<file path="config.mk">
export PLATFORM = sky130hd
export DESIGN_NAME = mbrot_ctrl
export DESIGN_NICKNAME = d
export VERILOG_FILES = /design/src/hdl/mbrot_pkg.sv /design/src/hdl/mbrot_ctrl.sv
export SDC_FILE = /design/constraint.sdc
export NUM_CORES = 1
export LEC_CHECK = 0
export BUFFER_PORTS_ARGS = -buffer_cell sky130_fd_sc_hd__buf_2
export CORE_AREA = 10 10 47 49
export DETAILED_ROUTE_END_ITERATION = 7
export DIE_AREA = 0 0 57 59
export PLACE_DENSITY_LB_ADDON = 0.25
export SKIP_CTS_REPAIR_TIMING = 1
export SYNTH_ARGS = -nofsm -noshare
export SYNTH_HDL_FRONTEND = slang
export SYNTH_SLANG_ARGS = --single-unit
</file>
<file path="constraint.sdc">
create_clock -name clock -period 2.3 [get_ports clock]
set_input_delay 0.23 -clock clock [delete_from_list [all_inputs] [get_ports clock]]
set_output_delay 0.23 -clock clock [all_outputs]
set_load 0.005 [all_outputs]
</file>
<file path="src/hdl/mbrot_pkg.sv">
// Shared constants, register indexes and control/status types for the escape-time block.
package mbrot_pkg;

   // Fixed-point format of coordinates: signed, FRAC_BITS fraction bits.
   localparam int FRAC_BITS   = 28;
   localparam int COORD_W     = 32;
   localparam int COUNT_W     = 16;
   localparam int PIX_W       = 9;

   // Stream and register port widths.
   localparam int REQ_DATA_W  = 24;
   localparam int RSP_DATA_W  = 16;
   localparam int CSR_INDEX_W = 3;

   // Datapath widths. z stays within +/-2.0, so it needs three integer bits.
   localparam int Z_W   = FRAC_BITS + 3;
   // Scaled products: squares reach 4.0, the doubled cross term reaches 8.0.
   localparam int P_W   = FRAC_BITS + 5;
   // Pixel index times step, index taken as a non-negative signed value.
   localparam int OFF_W = COORD_W + PIX_W + 1;
   // Constant c of the pixel and the updated z before range checking.
   localparam int C_W   = OFF_W + 1;
   localparam int N_W   = C_W + 1;

   // Register indexes on the configuration port.
   localparam logic [CSR_INDEX_W-1:0] REG_MAX_ITER  = 3'd0;
   localparam logic [CSR_INDEX_W-1:0] REG_ORIGIN_RE = 3'd1;
   localparam logic [CSR_INDEX_W-1:0] REG_ORIGIN_IM = 3'd2;
   localparam logic [CSR_INDEX_W-1:0] REG_STEP_RE   = 3'd3;
   localparam logic [CSR_INDEX_W-1:0] REG_STEP_IM   = 3'd4;

   // Register values after reset.
   localparam logic [COUNT_W-1:0]        RESET_MAX_ITER  = 16'd1000;
   localparam logic signed [COORD_W-1:0] RESET_ORIGIN_RE = -32'sd536870912;
   localparam logic signed [COORD_W-1:0] RESET_ORIGIN_IM = 32'sd268435456;
   localparam logic signed [COORD_W-1:0] RESET_STEP_RE   = 32'sd1572864;
   localparam logic signed [COORD_W-1:0] RESET_STEP_IM   = -32'sd1572864;

   // Commands from the controller to the datapath.
   typedef struct packed {
      logic capture;     // take the pixel and clear the products and count
      logic mul_c;       // form index times step
      logic add_c;       // add the origin to get c
      logic update;      // compute the next z and its tests
      logic first;       // the update is the first pass of this pixel
      logic hold_count;  // the pending square test escaped: keep the count
      logic square;      // multiply the stored z
      logic emit;        // load the output register
   } cmd_type;

   // Status from the datapath to the controller.
   typedef struct packed {
      logic sq_escape;   // squares of the stored z add up to more than 4.0
      logic at_max;      // completed passes reach the iteration limit
      logic box_escape;  // a part of the new z lies beyond +/-2.0
      logic out_free;    // the output register can take a result
   } status_type;

endpackage

</file>
<file path="src/hdl/mbrot_ctrl.sv">
// Controller: sequences setup, the update/square iteration loop and result hand-off.
module mbrot_ctrl (
   input  logic                  clock,
   input  logic                  reset,
   input  logic                  req_tvalid,
   output logic                  req_tready,
   input  mbrot_pkg::status_type status,
   output mbrot_pkg::cmd_type    cmd
);
   import mbrot_pkg::*;

   localparam logic [2:0] ST_IDLE   = 3'd0;
   localparam logic [2:0] ST_MULC   = 3'd1;
   localparam logic [2:0] ST_ADDC   = 3'd2;
   localparam logic [2:0] ST_UPDATE = 3'd3;
   localparam logic [2:0] ST_SQUARE = 3'd4;
   localparam logic [2:0] ST_FINISH = 3'd5;

   logic [2:0] state_ff, state_in;
   logic       first_ff, first_in;
   logic       hold;

   always_comb begin
      state_in   = state_ff;
      first_in   = first_ff;
      cmd        = '0;
      req_tready = 1'b0;
      hold       = !first_ff && status.sq_escape;
      unique case (state_ff)
         ST_IDLE: begin
            req_tready = 1'b1;
            if (req_tvalid) begin
               cmd.capture = 1'b1;
               state_in    = ST_MULC;
            end
         end
         ST_MULC: begin
            cmd.mul_c = 1'b1;
            state_in  = ST_ADDC;
         end
         ST_ADDC: begin
            cmd.add_c = 1'b1;
            first_in  = 1'b1;
            state_in  = ST_UPDATE;
         end
         ST_UPDATE: begin
            cmd.update     = 1'b1;
            cmd.first      = first_ff;
            cmd.hold_count = hold;
            if (hold || status.at_max || status.box_escape) begin
               state_in = ST_FINISH;
            end else begin
               state_in = ST_SQUARE;
            end
         end
         ST_SQUARE: begin
            cmd.square = 1'b1;
            first_in   = 1'b0;
            state_in   = ST_UPDATE;
         end
         ST_FINISH: begin
            if (status.out_free) begin
               cmd.emit = 1'b1;
               state_in = ST_IDLE;
            end
         end
         default: state_in = ST_IDLE;
      endcase
   end

   always_ff @(posedge clock) begin
      if (reset) begin
         state_ff <= ST_IDLE;
         first_ff <= 1'b0;
      end else begin
         state_ff <= state_in;
         first_ff <= first_in;
      end
   end

endmodule

</file>
# Yosys cells after proc, flatten, opt, wreduce, memory -nomap -nowiden
# Index checks and enable logic that the tools add are counted.
dict set report op_classes {
  eq_ne 7
  multipliers 0
  addsub 0
  muxes 14
  n_reduce_logical 8
  div_mod_pow 0
  n_bitwise 0
  shift 0
  n_lt_le_gt_ge 0
}
# operator n
set op_table {}
lappend op_table {{one-hot mux 3 bit (5 select lines)} 1}
lappend op_table {{2-to-1 mux 1 bit} 9}
lappend op_table {{2-to-1 mux 3 bit} 3}
lappend op_table {{== test 3 x 2 -> 1 bit, second input constant} 2}
lappend op_table {{== test 3 bit, second input constant} 2}
lappend op_table {{inequality test 2 bit, second input constant} 2}
lappend op_table {{== test 3 x 1 -> 1 bit, second input constant} 1}
lappend op_table {{zero test 3 bit} 1}
lappend op_table {{logical OR 1 bit} 2}
lappend op_table {{one-hot mux 1 bit (2 select lines)} 1}
lappend op_table {{AND reduction 2 bit} 1}
lappend op_table {{nonzero test 2 bit} 1}
lappend op_table {{OR reduction 2 bit} 1}
lappend op_table {{logical AND 1 bit} 1}
lappend op_table {{zero test 1 bit} 1}
dict set report word_totals {
  inputBits 7
  mem_bits_rw 0
  ff_bits 4
  memories 0
  romBits 0
  latch_bits 0
  elab_cells 31
  out_inout_bits 9
}

# Depth between registers and ports, before layout
dict set report depth {
  word_depth 6
  mapped_depth 4
  depth_no_buf 3
}

# Least setup slack after synthesis
# Ideal clock, no wire load.
dict set report synth_timing {
  kind {register to output}
  start {register state_ff[2]}
  end {output port cmd[7] (netlist bit)}
  path_slack_ns 1.220
  t_required_ns 2.070
  stages_incl_launch_ff 4
  n_path_buf 1
  arrival_ns 0.850
  path_cell_list {dfxtp_1 -> buf_4 -> nor3_1 -> and2_1}
}
# item line_no
set synth_lines {}
lappend synth_lines {{start, declared} mbrot_ctrl.sv:19} ;# logic [2:0] state_ff, state_in;
lappend synth_lines {{start signal, assigned} mbrot_ctrl.sv:76} ;# state_ff <= state_in;
lappend synth_lines {{end, declared} mbrot_ctrl.sv:8} ;# output mbrot_pkg::cmd_type cmd

==> run metrics <==
register clock-pin slew on the reported worst setup and hold paths 0.04 ns; setup TNS 0 ns; DP HPWL 626 um; FF/Latch Area roughly 80 um2; most frequent cells in the layout buf_2, nor3_1, nor2_1, dfxtp_1; # port buffers 15; r2r endpoint state_ff[0]$_SDFFE_PP0P_; pin count of the biggest net entering global routing 12; element type at the critical path end output port; Reg2Reg Depth 3; initial antenna violation count 0; Crit Path Max Fanout 11; syn_nets 41; routed via count between 200 and 300; fin crit period 1.55 ns; Root Buffer Master clkbuf_4; area leader, netlist dfxtp_1; Post-DRT Antenna Nets 0; Via density 4.43; sequential share of the synthesized area 0.282; f_max 645 MHz; area of the multi-input gates 163 um2; LEAKAGE 0.169 nW; Rows 14; Data required, critical path 2.07 ns; Final Power 0.262 mW; setup violators final 0; First-pass DRT Iterations 2; maximum vdd ir drop 0.278 mV; synth-to-layout area growth 30.8%; Hold Crit Start reset; final hold violation count 0; Starting Density 0.203; Synth top area share 0.282; die height ~59 um; diodes inserted 0; hold endpoint state_ff[1]$_SDFFE_PP0P_; grt ovf 0; Post-Layout Cell Count 65; r2r setup slk roughly 1.1 ns; Crit Reg-Reg Startpoint state_ff[1]$_SDFFE_PP0P_; period utilization 0.675; CTS tree built; Mean Syn Cell Area 8.35 um2; HP Class in -> reg; warnings from Yosys 0; dpl cells 62; layout cells sized above 1 0.490; vias in the first global route 289; # IOs 16; Num CTS Buffers 3; Synth Register Bits 4; top cells by area, synth dfxtp_1, a2111oi_2, nor3_1; first-pass GRT wire length 1.25 mm; H-tree depth 1; Post-route DRC 0; wire length per cell approximately 12 um; synth unique cells 17; RSZ-0062 raised after global routing no; Mapped Cells 34; Setup CP Type reg -> out; power per cell area 704 nW/um2; Setup crit start kind register; final slew viol count 0; Worst-Margin Slew 0.374 ns; # nets final 58; Die X 57 um; CTS sink cnt 4; final clock skew 0.00216 ns; most common cell after layout, fill and taps aside buf_2; WHS Path Cells 2; Rel. slew slack 0.750; Iter 0 DRT Violations 1; Mapped Area between 200 and 300 um2; DIE AREA 3360 um2; arrival time worst endpoint 1.32 ns; core footprint 1400 um2; max cap viols 0; Worst-Skew Late Latency between 0.2 and 0.25 ns; clock buffer depth 2; fill count between 150 and 200; status finished, final reports clean; DRT Wirelength 777 um; GRT Total Usage 0.0484; GP Congestion 0.731
## critical path, cell delays in order (launching register included)
cell and delay (ns):
dfxtp_1 0.54, nand2_1 0.16, nor2_1 0.13, and3_1 0.16
buf_2 0.11
## worst max path at each step
stage	from	cells after the start	to	slack (ns)
global placement	state_ff[1]$_SDFFE_PP0P_	4	cmd[2]	1.02
floorplan	state_ff[2]$_SDFFE_PP0P_	3	cmd[7]	1.22
finish	state_ff[1]$_SDFFE_PP0P_	4	cmd[2]	0.75
detailed placement	state_ff[1]$_SDFFE_PP0P_	4	cmd[2]	0.99
CTS	state_ff[1]$_SDFFE_PP0P_	4	cmd[2]	0.74
global route	state_ff[1]$_SDFFE_PP0P_	4	cmd[2]	0.61
## sequential cells by signal, indices dropped and copies added (netlist names)
| register | cells |
|---|---|
| first_ff | 1 |
| state_ff | 3 |
## where the power goes
group | internal, mW | switching, mW
Combinational | 0.0394 | 0.0365
Sequential | 0.0799 | 0.0216
Clock | 0.0582 | 0.0260
Total | 0.178 | 0.0841
## kinds of logic (layout without fill, tap and decap cells)
logic type                Yosys count  after routing  synth area share
DFF                                 4              4             0.282
AOI/OAI and AO/OA                   6              6             0.189
xor gates and xnor gates            1              1            0.0308
and+or+nand+nor                    17             17             0.352
buffers and inverters               6             21             0.145
## synthesized netlist by cell type
cell type  number
a2111oi_2       2
a21oi_1         3
a21oi_2         1
and2_1          1
and3_1          1
buf_4           1
buf_6           2
clkinv_1        1
dfxtp_1         4
inv_1           1
inv_2           1
nand2_1         2
nor2_1          4
nor3_1          5
nor3b_1         2
nor3b_2         2
xor2_1          1
## through the flow
| step | cell area [um2] | util | hold slack (ns) | setup WS, ns |
|---|---|---|---|---|
| finish | 372 | 0.265 | 0.228 | 0.748 |
| global route | 372 | 0.265 | 0.224 | 0.610 |
| CTS | 372 | 0.265 | 0.221 | 0.735 |
| detailed placement | 349 | 0.249 | 0.469 | 0.989 |
| global placement | 349 | 0.249 | 0.471 | 1.02 |
| floorplan | 284 | - | 0.302 | 1.22 |
## area by class of cell
| type | count | area share |
|---|---|---|
| flip-flops and latches | 4 | 0.215 |
| repair buffers | 15 | 0.202 |
| multi-input cells | 24 | 0.438 |
| inverters | 3 | 0.0303 |
| clock buffers | 3 | 0.0606 |
| well taps | 16 | 0.0539 |
## metal layers
metal  global-route usage  vias up  part of all wire
li1                     -      151                 -
met1               0.0583      123              0.48
met2               0.0512       12              0.38
met3               0.0322        2              0.12
met4               0.0503        0             0.019
met5                    0        -                 0
(Power assumes the default switching activity.)
